`config.mk`:
```
export PLATFORM = sky130hd
export DESIGN_NAME = serial_tuning_command_parser
export DESIGN_NICKNAME = d
export VERILOG_FILES = /design/src/stcp_pkg.sv /design/src/serial_tuning_command_parser.sv
export SDC_FILE = /design/constraint.sdc
export NUM_CORES = 1
export LEC_CHECK = 0
export BUFFER_PORTS_ARGS = -buffer_cell sky130_fd_sc_hd__buf_2
export CELL_PAD_IN_SITES_DETAIL_PLACEMENT = 0
export CELL_PAD_IN_SITES_GLOBAL_PLACEMENT = 1
export CORE_MARGIN = 1.5
export CORE_UTILIZATION = 48
export CTS_CLUSTER_DIAMETER = 60
export DETAILED_ROUTE_END_ITERATION = 8
export GPL_TIMING_DRIVEN = 1
export PLACE_DENSITY_LB_ADDON = 0.3
export SYNTH_ARGS = -nofsm -noshare
export SYNTH_HDL_FRONTEND = slang
export SYNTH_SLANG_ARGS = --single-unit
```
`constraint.sdc`:
```
create_clock -name clk -period 5.38 [get_ports clk]
set_clock_uncertainty 0.05 [all_clocks]
set_input_delay 1.076 -clock clk [delete_from_list [all_inputs] [get_ports clk]]
set_output_delay 1.076 -clock clk [all_outputs]
set_load 0.1 [all_outputs]
```
`src/stcp_pkg.sv`:
```
`timescale 1ns / 1ps

package stcp_pkg;

    localparam logic [7:0] CHAR_V    = 8'h56;
    localparam logic [7:0] CHAR_D    = 8'h44;
    localparam logic [7:0] CHAR_P    = 8'h50;
    localparam logic [7:0] CHAR_I    = 8'h49;
    localparam logic [7:0] CHAR_T    = 8'h54;
    localparam logic [7:0] CHAR_S    = 8'h53;
    localparam logic [7:0] CHAR_ZERO = 8'h30;
    localparam logic [7:0] CHAR_NINE = 8'h39;

    localparam logic [6:0] CODE_SAVE      = 7'd15;
    localparam logic [6:0] CODE_RUN_ON    = 7'd20;
    localparam logic [6:0] CODE_RUN_OFF   = 7'd25;
    localparam logic [6:0] CODE_COLOR_OFF = 7'd50;
    localparam logic [6:0] CODE_COLOR_ON  = 7'd55;

    localparam logic [1:0] LAST_SLOT = 2'd2;
    localparam logic [1:0] FULL_SLOT = 2'd3;

    typedef struct packed {
        logic       save_request;
        logic       line_color;
        logic       run_enable;
        logic [6:0] pwm_period;
        logic [6:0] deriv_gain;
        logic [6:0] prop_gain;
        logic [6:0] speed_setpoint;
        logic       command_ok;
    } result_t;

    function automatic logic is_letter(input logic [7:0] c);
        return (c == CHAR_V) || (c == CHAR_D) || (c == CHAR_P) ||
               (c == CHAR_I) || (c == CHAR_T) || (c == CHAR_S);
    endfunction

    function automatic logic is_digit(input logic [7:0] c);
        return (c >= CHAR_ZERO) && (c <= CHAR_NINE);
    endfunction

endpackage

```
`src/serial_tuning_command_parser.sv`:
```
`timescale 1ns / 1ps
// Input transaction to result: the input register, then the result register.
// One byte per cycle unless stalled; the third byte of a frame yields one result transaction.
// The input side stalls only while a result waits and the registered byte would emit another.
// Reset: asynchronous, active low; clears byte count, held values, flags and valid bits.

module serial_tuning_command_parser
(
    input  logic        clk,
    input  logic        rst_n,
    input  logic        s_axis_tvalid,
    output logic        s_axis_tready,
    input  logic [7:0]  s_axis_tdata,   // rx_byte
    output logic        m_axis_tvalid,
    input  logic        m_axis_tready,
    // command_ok, speed_setpoint[7:1], prop_gain[14:8], deriv_gain[21:15],
    // pwm_period[28:22], run_enable, line_color, save_request
    output logic [31:0] m_axis_tdata
);
    import stcp_pkg::*;

    logic             in_valid_reg, in_valid_next;
    logic [7:0]       in_byte_reg;
    logic [1:0]       count_reg, count_next;
    logic [7:0]       op_reg, op_next;
    logic [7:0]       d1_reg, d1_next;
    logic [6:0]       speed_reg, speed_next;
    logic [6:0]       kp_reg, kp_next;
    logic [6:0]       kd_reg, kd_next;
    logic [6:0]       period_reg, period_next;
    logic             run_reg, run_next;
    logic             color_reg, color_next;
    logic             out_valid_reg, out_valid_next;
    result_t          out_data_reg, out_data_next;

    logic [1:0]       slot;
    logic             drop;
    logic             emit;
    logic             advance;
    logic             ok;
    logic             save;
    logic [6:0]       num;

    always_comb
    begin
        slot    = is_letter(in_byte_reg) ? 2'd0 : count_reg;
        drop    = (slot == FULL_SLOT);
        emit    = (slot == LAST_SLOT);
        advance = in_valid_reg && (!emit || !out_valid_reg || m_axis_tready);

        ok  = is_letter(op_reg) && is_digit(d1_reg) && is_digit(in_byte_reg);
        num = ({3'd0, d1_reg[3:0]} << 3) + ({3'd0, d1_reg[3:0]} << 1)
              + {3'd0, in_byte_reg[3:0]};

        count_next  = count_reg;
        op_next     = op_reg;
        d1_next     = d1_reg;
        speed_next  = speed_reg;
        kp_next     = kp_reg;
        kd_next     = kd_reg;
        period_next = period_reg;
        run_next    = run_reg;
        color_next  = color_reg;
        save        = 1'b0;

        if (advance)
        begin
            count_next = drop ? 2'd0 : slot + 2'd1;
            if (slot == 2'd0)
            begin
                op_next = in_byte_reg;
            end
            if (slot == 2'd1)
            begin
                d1_next = in_byte_reg;
            end
            if (emit && ok)
            begin
                case (op_reg)
                    CHAR_V:  speed_next  = num;
                    CHAR_P:  kp_next     = num;
                    CHAR_D:  kd_next     = num;
                    CHAR_T:  period_next = num;
                    CHAR_S:
                    begin
                        if (num == CODE_SAVE)      save       = 1'b1;
                        if (num == CODE_RUN_ON)    run_next   = 1'b1;
                        if (num == CODE_RUN_OFF)   run_next   = 1'b0;
                        if (num == CODE_COLOR_OFF) color_next = 1'b0;
                        if (num == CODE_COLOR_ON)  color_next = 1'b1;
                    end
                    default: ;
                endcase
            end
        end

        out_data_next.command_ok     = ok;
        out_data_next.speed_setpoint = speed_next;
        out_data_next.prop_gain      = kp_next;
        out_data_next.deriv_gain     = kd_next;
        out_data_next.pwm_period     = period_next;
        out_data_next.run_enable     = run_next;
        out_data_next.line_color     = color_next;
        out_data_next.save_request   = save;

        if (advance && emit)
        begin
            out_valid_next = 1'b1;
        end
        else if (m_axis_tready)
        begin
            out_valid_next = 1'b0;
        end
        else
        begin
            out_valid_next = out_valid_reg;
        end

        if (s_axis_tvalid && s_axis_tready)
        begin
            in_valid_next = 1'b1;
        end
        else if (advance)
        begin
            in_valid_next = 1'b0;
        end
        else
        begin
            in_valid_next = in_valid_reg;
        end
    end

    assign s_axis_tready = !in_valid_reg || advance;
    assign m_axis_tvalid = out_valid_reg;
    assign m_axis_tdata  = out_data_reg;

    always_ff @(posedge clk or negedge rst_n)
    begin
        if (!rst_n)
        begin
            in_valid_reg  <= 1'b0;
            out_valid_reg <= 1'b0;
            count_reg     <= 2'd0;
            speed_reg     <= 7'd0;
            kp_reg        <= 7'd0;
            kd_reg        <= 7'd0;
            period_reg    <= 7'd0;
            run_reg       <= 1'b0;
            color_reg     <= 1'b0;
        end
        else
        begin
            in_valid_reg  <= in_valid_next;
            out_valid_reg <= out_valid_next;
            count_reg     <= count_next;
            speed_reg     <= speed_next;
            kp_reg        <= kp_next;
            kd_reg        <= kd_next;
            period_reg    <= period_next;
            run_reg       <= run_next;
            color_reg     <= color_next;
        end
    end

    always_ff @(posedge clk)
    begin
        if (s_axis_tvalid && s_axis_tready)
        begin
            in_byte_reg <= s_axis_tdata;
        end
        op_reg <= op_next;
        d1_reg <= d1_next;
        if (advance && emit)
        begin
            out_data_reg <= out_data_next;
        end
    end

    assert property (@(posedge clk) disable iff (!rst_n)
        out_valid_reg && out_data_reg.save_request |-> out_data_reg.command_ok)
        else $error("save request without valid command");

    assert property (@(posedge clk) disable iff (!rst_n)
        (speed_reg <= 7'd99) && (kp_reg <= 7'd99) && (kd_reg <= 7'd99) &&
        (period_reg <= 7'd99))
        else $error("held value out of range");

    assert property (@(posedge clk) disable iff (!rst_n)
        !(advance && emit) |=> $stable(run_reg) && $stable(color_reg) &&
                               $stable(speed_reg))
        else $error("setting changed without a complete frame");

    assert property (@(posedge clk) disable iff (!rst_n)
        out_valid_reg && m_axis_tready && !(advance && emit) |=> !out_valid_reg)
        else $error("result repeated after transaction");

endmodule
```
==> results of run 1 <==
-- placed cells by master (no fill, tap or decap), types with 2 or more instances in the layout --
| cell | Yosys | routed |
|---|---|---|
| xnor2_1 | 2 | 2 |
| dfrtp_1 | 34 | 34 |
| and4bb_1 | 2 | 2 |
| mux2i_1 | 5 | 5 |
| nand4b_1 | 2 | 2 |
| nor4_1 | 2 | 2 |
| clkinvlp_4 | 0 | 2 |
| nor3_1 | 2 | 2 |
| nand3b_1 | 2 | 2 |
| edfxtp_1 | 56 | 56 |
| mux2_2 | 20 | 20 |
| fa_1 | 2 | 2 |
| nor2_1 | 7 | 6 |
| mux2_1 | 5 | 5 |
| buf_2 | 3 | 45 |
| a21oi_1 | 4 | 4 |
| inv_1 | 13 | 13 |
| nand3_1 | 3 | 3 |
| nand2b_1 | 5 | 5 |
| bufinv_16 | 0 | 3 |
| ha_1 | 10 | 10 |
| nor4b_1 | 2 | 2 |
| and2_1 | 5 | 5 |
| or4_1 | 2 | 2 |
| nor3b_1 | 2 | 2 |
| nor2b_1 | 3 | 3 |
| nand2_1 | 10 | 10 |
| clkbuf_8 | 0 | 9 |
-- power by group through the flow --
stage | combinational (mW) | clock [mW] | sequential, mW
6_report | 0.415 | 0.541 | 0.831
5_1_grt | 0.443 | 0.576 | 0.838
2_1_floorplan | 0.154 | 0 | 1.02
4_1_cts | 0.419 | 0.551 | 0.832
3_5_place_dp | 0.418 | 0 | 0.847
3_3_place_gp | 0.416 | 0 | 0.846
-- critical path, stage by stage (launching register included) --
cell	delay (ns)
edfxtp_1	0.48
inv_1	0.09
maj3_1	0.35
o22ai_1	0.16
a21oi_1	0.09
nor4b_1	0.55
nor2b_1	0.11
ha_1	0.23
nand3_1	0.12
buf_2	0.45
-- cell families after synthesis --
kind of cell | Yosys count | synth area share [%]
flip-flops | 90 | 69.05
XOR/XNOR | 3 | 0.7166
adder cells (fa/ha/maj) | 13 | 4.777
buffers and inverters | 18 | 2.286
AO/OA/AOI/OAI | 16 | 3.105
AND/OR/NAND/NOR | 60 | 11.02
multiplexers | 30 | 9.041
-- area by class of cell --
cell class                 instances  area, um2  area share [%]
clock buffer                      10      127.6           3.015
clock inverter                     6      113.9           2.690
inverter                          13      48.80           1.153
multi-input combinational        122       1054           24.89
sequential                        90       2532           59.83
tap                               99      123.9           2.926
timing repair buffer              46      232.7           5.498
-- layer usage --
| layer | global-route usage [%] | vias up | part of all wire, % |
|---|---|---|---|
| li1 | - | 942 | - |
| met1 | 20.07 | 967 | 46 |
| met2 | 24.87 | 48 | 48 |
| met3 | 3.872 | 13 | 3.6 |
| met4 | 7.672 | 0 | 2.4 |
| met5 | 0 | - | 0 |
-- through the flow --
step	area [um2]	hold WS (ns)	power, mW	cells	setup WS (ns)
2_1_floorplan	3667	0.4003	1.172	230	0.9850
3_3_place_gp	3991	0.4124	1.261	370	1.582
3_5_place_dp	3991	0.4220	1.264	370	1.490
4_1_cts	4233	0.4418	1.801	386	1.249
5_1_grt	4233	0.4539	1.857	386	0.9922
6_report	4233	0.4385	1.786	386	1.290
-- worst max-delay path by stage --
stage                                  end  depth (start not counted)           start  slack (ns)
final                        s_axis_tready                          9  in_byte_reg[2]        1.29
after global placement    m_axis_tdata[20]                         13  in_byte_reg[2]        1.58
after global routing         s_axis_tready                          9  in_byte_reg[2]        0.99
after CTS                    s_axis_tready                          9  in_byte_reg[2]        1.25
after floorplan           m_axis_tdata[30]                         12  in_byte_reg[1]        0.99
after detailed placement  m_axis_tdata[30]                         14  in_byte_reg[2]        1.49
==> impl_metrics.ini, run 1 <==
[worst_hold_path]
holdCritStartpoint = kd_reg[0]
hold_path.class = reg2reg
hold_depth = 1
min_to = kd_reg[0]

[timing]
rsz0062_at_grt = false
setup-tns-final_ns = 0
finalCritPeriodShare_pct = 76.02
layout_min_cycle_time_ns = 4.090
setup_viol = 0
fmax_mhz = 244.5
worst_pin_slew_ns = 0.9257
slew_headroom_pct = 37.84
hold_violations = 0
slew_violations = 0

[global_routing]
track_usage_pct = 15.63
antenna_found_initial = 0
grt-ovfl-total = 0
grt_start_max_net_pins = 35
grt_pass1_vias = 1929
grt_pass1_wl_um = 9604

[detailed_routing]
drtIter0Drc = 108
routedWlPerCell_um = 15.44
drc = 0
totalWireLength_um = 5959
vias = 1970
ant_nets = 0
vias_per_cell = 5.104
drtPass1Iterations = 4

[clock_network]
post-cts-setup-buffer-count = 0
ctsResizeCount = 0
cts.sinks = 90
clk_pin_slew_ns = 0.09
worstSkewPairLatency_ns = 0.35
cts_tree = done
holdBufCountCts = 0
cts_buffers = 9
clockRootBuffer = clkbuf_8
clockBufferDepth = 2
h-tree-depth = 3

[setup_path]
cp_max_fo = 5
end_kind = output pin
start_kind = register
critPathArrivalTime_ns = 2.96
reg2reg_to = m_axis_tdata[30]
crit_type = reg2out
reg2reg_depth = 14
ff2ff_setup_slack_ns = 1.50
r2r_start = in_byte_reg[2]
cp_data_required_time_ns = 4.25

[pwr]
power_density_mw_per_mm2 = 422.0
combPwrFrac_pct = 23.2
irDropWorstVdd_uv = 214.6
clkPwrFrac_pct = 30.3
p_sw_share_pct = 32.83
p_sw_mw = 0.5865
seqPwrFrac_pct = 46.5
leakage_nw = 1.749
p_int_mw = 1.200

[synth]
yosys_warnings = 0
yosysTopAreaCell = edfxtp_1
synth_flop_cell = edfxtp_1
yosys_register_bits = 90
ys_seq_area_share_pct = 69.05
avgSynthCellArea_um2 = 15.94
synth-edff-count = 56
syn_area_mm2 = 0.003667
synthArstFlopShare_pct = 37.78
synth_most_common_cell = edfxtp_1
synthCells = 230
netlist.area_leader.share_pct = 45.85
yosys-top-cells-area = edfxtp_1, dfrtp_1, mux2_2
synth_commonest_cells = edfxtp_1, dfrtp_1, mux2_2
synthDistinctLibCells = 52
syn_nets = 254

[floorplanning]
initial_core_util_pct = 50.03
rows = 31
die_h_um = 90.41
io_pins = 46
die-area_mm2 = 0.008173
die_w_um = 90.41
core_area_mm2 = 0.007331

[finish]
largest_reg_flops = 32
drive_gt1_share_pct = 31.71
n_antenna_cell = 0
syn_to_final_growth_pct = 15.42
fin_nets = 306
final_core_util_pct = 57.74
nFillCells = 584

[status]
status = completed

[placed_design]
place.gp.congestion = 0.8083
place.port_buffers = 45
hpwl_um = 4019

[flow_run]
maxCapViolCount = 0
Note: power is estimated with default switching activity, not from simulation.
==> inputs of run 2 (changes only) <==
--- a/config.mk
+++ b/config.mk
@@ -9,7 +9,7 @@
 export CELL_PAD_IN_SITES_DETAIL_PLACEMENT = 0
 export CELL_PAD_IN_SITES_GLOBAL_PLACEMENT = 1
 export CORE_MARGIN = 1.5
-export CORE_UTILIZATION = 48
+export CORE_UTILIZATION = 43
 export CTS_CLUSTER_DIAMETER = 60
 export DETAILED_ROUTE_END_ITERATION = 8
 export GPL_TIMING_DRIVEN = 1
==> constraint.sdc (replaced) <==
create_clock -name clk -period 3.7 [get_ports clk]
set_clock_uncertainty 0.05 [all_clocks]
set_input_delay 0.74 -clock clk [delete_from_list [all_inputs] [get_ports clk]]
set_output_delay 0.74 -clock clk [all_outputs]
set_load 0.1 [all_outputs]
==> run 2 against run 1 <==
  * Routed wire length grew 2.9%
  * Setup slack got worse by 1.1 ns
  * Sequential power up 46%
  * First-iteration DRC count fell by 46%
  * Global-route usage is 0.74 points lower
  * Hold slack got worse by 0.034 ns
  * Sequential share of layout area shrank 0.18 points
  * Critical path depth grew 1
  * Cell area up 0.30%
  * Critical endpoint unchanged
  * Largest cell class unchanged
==> impl_metrics.ini, run 2 (synthesis gave the netlist of run 1 again) <==
[timing]
slew_headroom_pct = 48.48
finalCritPeriodShare_pct = 94.33
layout_setup_ws_ns = 0.2097
worst_pin_slew_ns = 0.7728
hold_violations = 0
layout_min_cycle_time_ns = 3.490
setup-tns-final_ns = 0
slew_violations = 0
setup_viol = 0
rsz0062_at_grt = false
fmax_mhz = 286.5

[floorplanning]
die-area_mm2 = 0.009092
initial_core_util_pct = 44.41
core_area_mm2 = 0.008258
die_h_um = 95.35
rows = 33
io_pins = 46
die_w_um = 95.35

[setup_path]
crit_chain = inv_1 -> maj3_1 -> o22ai_1 -> a21oi_1 -> nor4b_1 -> buf_4 -> nor2b_1 -> ha_1 -> nand3_1 -> clkbuf_4
critPathArrivalTime_ns = 2.70
cp_max_fo = 5
crit_type = reg2out
max_stage_delay_ns = 0.44
cp_slowest_cell = edfxtp_1
crit_path_start = in_byte_reg[2]
start_kind = register
cp_data_required_time_ns = 2.91
end_kind = output pin
r2r_start = in_byte_reg[2]
reg2reg_depth = 13

[status]
status = completed

[clock_network]
clockRootBuffer = clkbuf_8
clk_pin_slew_ns = 0.09
cts_tree = done
post-cts-setup-buffer-count = 0
cts.sinks = 90
worstSkewPairLatency_ns = 0.35
clockBufferDepth = 2
h-tree-depth = 3
cts_buffers = 9

[detailed_routing]
totalWireLength_um = 6131
vias = 1996
ant_nets = 0
drtPass1Iterations = 4
vias_per_cell = 5.015
drc = 0
routedWlPerCell_um = 15.40
drtIter0Drc = 58

[placed_design]
hpwl_um = 4269
place.gp.congestion = 0.8144
pre_cts_ws_ns = 0.09092
place.port_buffers = 45

[finish]
n_antenna_cell = 0
drive_gt1_share_pct = 34.47
nFillCells = 739
final_cell_mix = edfxtp_1, buf_2, dfrtp_1
fin_nets = 312
largest_reg_flops = 32
final_core_util_pct = 51.41
layout_commonest_cell = edfxtp_1
syn_to_final_growth_pct = 15.76

[global_routing]
grt_start_max_net_pins = 35
grt_pass1_wl_um = 9846
grt-ovfl-total = 0
grt_pass1_vias = 1953
antenna_found_initial = 0
track_usage_pct = 14.88

[pwr]
leakage_nw = 1.755
power_density_mw_per_mm2 = 577.5
irDropWorstVdd_uv = 238.5

[flow_run]
maxCapViolCount = 0

[worst_hold_path]
hold_path.class = in2async
## run 2: cell count changes in the layout (fill, tap and decap cells not counted), sizes merged
cell / previous run / this run
buf: 46 / 51
bufinv: 3 / 0
clkinv: 0 / 3
inv: 14 / 15
## run 2: cell type report
| type | count | area (um2) | area share, % |
|---|---|---|---|
| sequential | 90 | 2532 | 59.65 |
| multi-input combinational | 122 | 1066 | 25.11 |
| timing repair buffer | 52 | 280.3 | 6.602 |
| tap | 105 | 131.4 | 3.095 |
| clock buffer | 9 | 123.9 | 2.918 |
| clock inverter | 7 | 62.56 | 1.474 |
| inverter | 13 | 48.80 | 1.149 |
## run 2: repair_timing
item | CTS | global route
endpoints found under the hold margin | 0 | 0
hold buffers | 0 | 0
setup endpoints to repair | 0 | 29
resized for setup | 0 | 4
## run 2: worst max-delay path, delay by kind of cell, from the launching register on
family | cells | cell delay (ns)
AOI/OAI and AO/OA | 2 | 0.23
adders and majority gates | 2 | 0.55
buffers and inverters | 3 | 0.63
DFF | 1 | 0.44
and+or+nand+nor | 3 | 0.51
## run 2: power breakdown
part           internal (mW)  switching, mW  total, mW
registers               1.17         0.0401       1.21
logic                  0.150          0.482      0.632
clock network          0.254          0.360      0.614
## run 2: metal layers
layer / global-route usage, % / wire (um) / vias to the layer above
li1: - / - / 957
met1: 19.78 / 2841 / 973
met2: 23.05 / 2920 / 57
met3: 3.030 / 300 / 9
met4: 7.711 / 68 / 0
met5: 0 / 0 / -
## run 2: path summary, 6_finish.rpt
check | slack (ns) | end
max in group asynchronous | 2.69 | kp_reg[6]
max | 0.21 | s_axis_tready
min | 0.40 | kd_reg[1]
min reg2reg | 0.44 | kd_reg[2]
min in group clk | 0.44 | kd_reg[2]
max reg2reg | 0.27 | m_axis_tdata[20]
## run 2: stage by stage
| stage | hold slack, ns | area (um2) | cells | power, mW |
|---|---|---|---|---|
| 2_1_floorplan | 0.3944 | 3675 | 230 | 1.706 |
| 3_3_place_gp | 0.4128 | 4049 | 382 | 1.864 |
| 3_5_place_dp | 0.4254 | 4049 | 382 | 1.869 |
| 4_1_cts | 0.4202 | 4235 | 398 | 2.478 |
| 5_1_grt | 0.4665 | 4245 | 398 | 2.569 |
| 6_report | 0.4050 | 4245 | 398 | 2.452 |
==> inputs of run 3 (changes only) <==
--- a/config.mk
+++ b/config.mk
@@ -14,6 +14,7 @@
 export DETAILED_ROUTE_END_ITERATION = 8
 export GPL_TIMING_DRIVEN = 1
 export PLACE_DENSITY_LB_ADDON = 0.3
+export REMOVE_ABC_BUFFERS = 1
 export SYNTH_ARGS = -nofsm -noshare
 export SYNTH_HDL_FRONTEND = slang
 export SYNTH_SLANG_ARGS = --single-unit
==> run 3 against run 2 <==
  * Non-clock buffer count unchanged
  * Setup slack improved by 0.042 ns
  * Count of clock-buffer cells in the layout up 2
  * Sequential share of layout area decreased by 0.37 points
  * Largest cell class unchanged
==> impl_metrics.ini, run 3 (synthesis gave the netlist of run 1 again) <==
[status]
status = completed

[pwr]
p_sw_share_pct = 34.92
power_density_mw_per_mm2 = 595.7
seqPwrFrac_pct = 47.4
finalPower_mw = 2.545
p_sw_mw = 0.8887
clkPwrFrac_pct = 27.6
combPwrFrac_pct = 25.0
leakage_nw = 1.773
p_int_mw = 1.656
irDropWorstVdd_uv = 326.4

[detailed_routing]
routedWlPerCell_um = 16.23
totalWireLength_um = 6460
drc = 0
vias = 2038
drtPass1Iterations = 4
vias_per_cell = 5.121
drtIter0Drc = 60
ant_nets = 0

[clock_network]
post-cts-setup-buffer-count = 0
cts_tree = done
cts_buffers = 9
clockBufferDepth = 2
clockRootBuffer = clkbuf_8
h-tree-depth = 3
cts.sinks = 90
worstSkewPairLatency_ns = 0.36
clk_pin_slew_ns = 0.10
ctsResizeCount = 0
holdBufCountCts = 0

[placed_design]
dp.cells = 382
place.port_buffers = 45
place.gp.congestion = 0.8856
hpwl_um = 4284
placed_cell_area_mm2 = 0.004044

[floorplanning]
die-area_mm2 = 0.009092
rows = 33
core_area_mm2 = 0.008258
io_pins = 46
die_w_um = 95.35
die_h_um = 95.35
initial_core_util_pct = 44.41

[setup_path]
cp_max_fo = 5
reg2reg_depth = 11
max_stage_delay_ns = 0.55
crit_type = reg2reg
crit_family = simple AND/OR/NAND/NOR gates
critPathBufInv = 1
start_kind = register
r2r_start = in_byte_reg[2]
cp_slowest_cell = or4_1
end_kind = register
reg2reg_to = m_axis_tdata[31]
cp_data_required_time_ns = 3.82
ff2ff_setup_slack_ns = 0.25
cpMostUsedCell = or4_1
critPathArrivalTime_ns = 3.57
crit_chain = inv_1 -> maj3_1 -> o22ai_1 -> a21oi_1 -> nor4b_2 -> nand2b_1 -> ha_1 -> nand2_1 -> or4_1 -> or4_1 -> nor4_2

[global_routing]
track_usage_pct = 16.13
grt_pass1_wl_um = 10440
busiest_layer = met2
use_met2_pct = 25.30
antenna_found_initial = 0
grt-ovfl-total = 0
global_route.usage.met1_pct = 20.73
grt_start_max_net_pins = 35
gr-usage-met3_pct = 3.748
grt_pass1_vias = 2067

[finish]
layout_commonest_cell = edfxtp_1
fin_nets = 312
final_cell_mix = edfxtp_1, buf_2, dfrtp_1
final_cell_count_no_fill = 398
largest_reg_flops = 32
syn_to_final_growth_pct = 16.48
n_antenna_cell = 0
stdcell_area_mm2 = 0.004272
final_core_util_pct = 51.73
drive_gt1_share_pct = 34.13

[timing]
setup_viol = 0
slew_violations = 0
finalCritPeriodShare_pct = 93.20
fmax_mhz = 290.0
hold_violations = 0
layout_min_cycle_time_ns = 3.448
setup-tns-final_ns = 0
slew_headroom_pct = 47.52
worst_pin_slew_ns = 0.7872

[flow_run]
maxCapViolCount = 0

[worst_hold_path]
hold_path.class = in2async
==> run 3: worst register-to-register path, cell delays in order (launching register included) <==
cell and delay [ns]:
edfxtp_1 0.44, inv_1 0.08, maj3_1 0.34, o22ai_1 0.16
a21oi_1 0.10, nor4b_2 0.30, nand2b_1 0.18, ha_1 0.18
nand2_1 0.14, or4_1 0.48, or4_1 0.55, nor4_2 0.27
==> run 3: worst max path at each step <==
stage	startpoint	endpoint	depth (start not counted)
2_1_floorplan	in_byte_reg[1]	m_axis_tdata[30]	12
3_3_place_gp	in_byte_reg[2]	m_axis_tdata[20]	13
3_5_place_dp	in_byte_reg[2]	m_axis_tdata[17]	13
4_1_cts	in_byte_reg[2]	s_axis_tready	10
5_1_grt	in_byte_reg[2]	m_axis_tdata[7]	13
6_report	in_byte_reg[2]	m_axis_tdata[31]	11
==> run 3: power groups by stage <==
| stage | combinational (mW) | clock (mW) | sequential (mW) |
|---|---|---|---|
| CTS | 0.641 | 0.720 | 1.21 |
| detailed placement | 0.640 | 0 | 1.23 |
| global placement | 0.634 | 0 | 1.23 |
| finish | 0.636 | 0.702 | 1.21 |
| global route | 0.685 | 0.759 | 1.22 |
| floorplan | 0.219 | 0 | 1.48 |
==> run 3: layout make-up <==
class / instances / area, um2
clock buffer: 11 / 141.4
inverter: 13 / 48.80
fill: 723 / 3986
timing repair buffer: 52 / 280.3
tap: 105 / 131.4
sequential: 90 / 2532
multi-input combinational: 122 / 1070
clock inverter: 5 / 67.56
==> run 3: stage by stage <==
| stage | hold slack [ns] | worst slack [ns] |
|---|---|---|
| floorplan | 0.3944 | -0.6954 |
| global placement | 0.4115 | 0.1927 |
| detailed placement | 0.4191 | 0.1058 |
| CTS | 0.4222 | 0.04768 |
| global route | 0.4579 | -0.05027 |
| finish | 0.4071 | 0.2517 |
==> run 3: per-layer routing <==
metal  share of wire, %  routed length [um]
met1                 47                3004
met4                2.2                 145
met5                  0                   0
met2                 47                3067
met3                3.8                 243
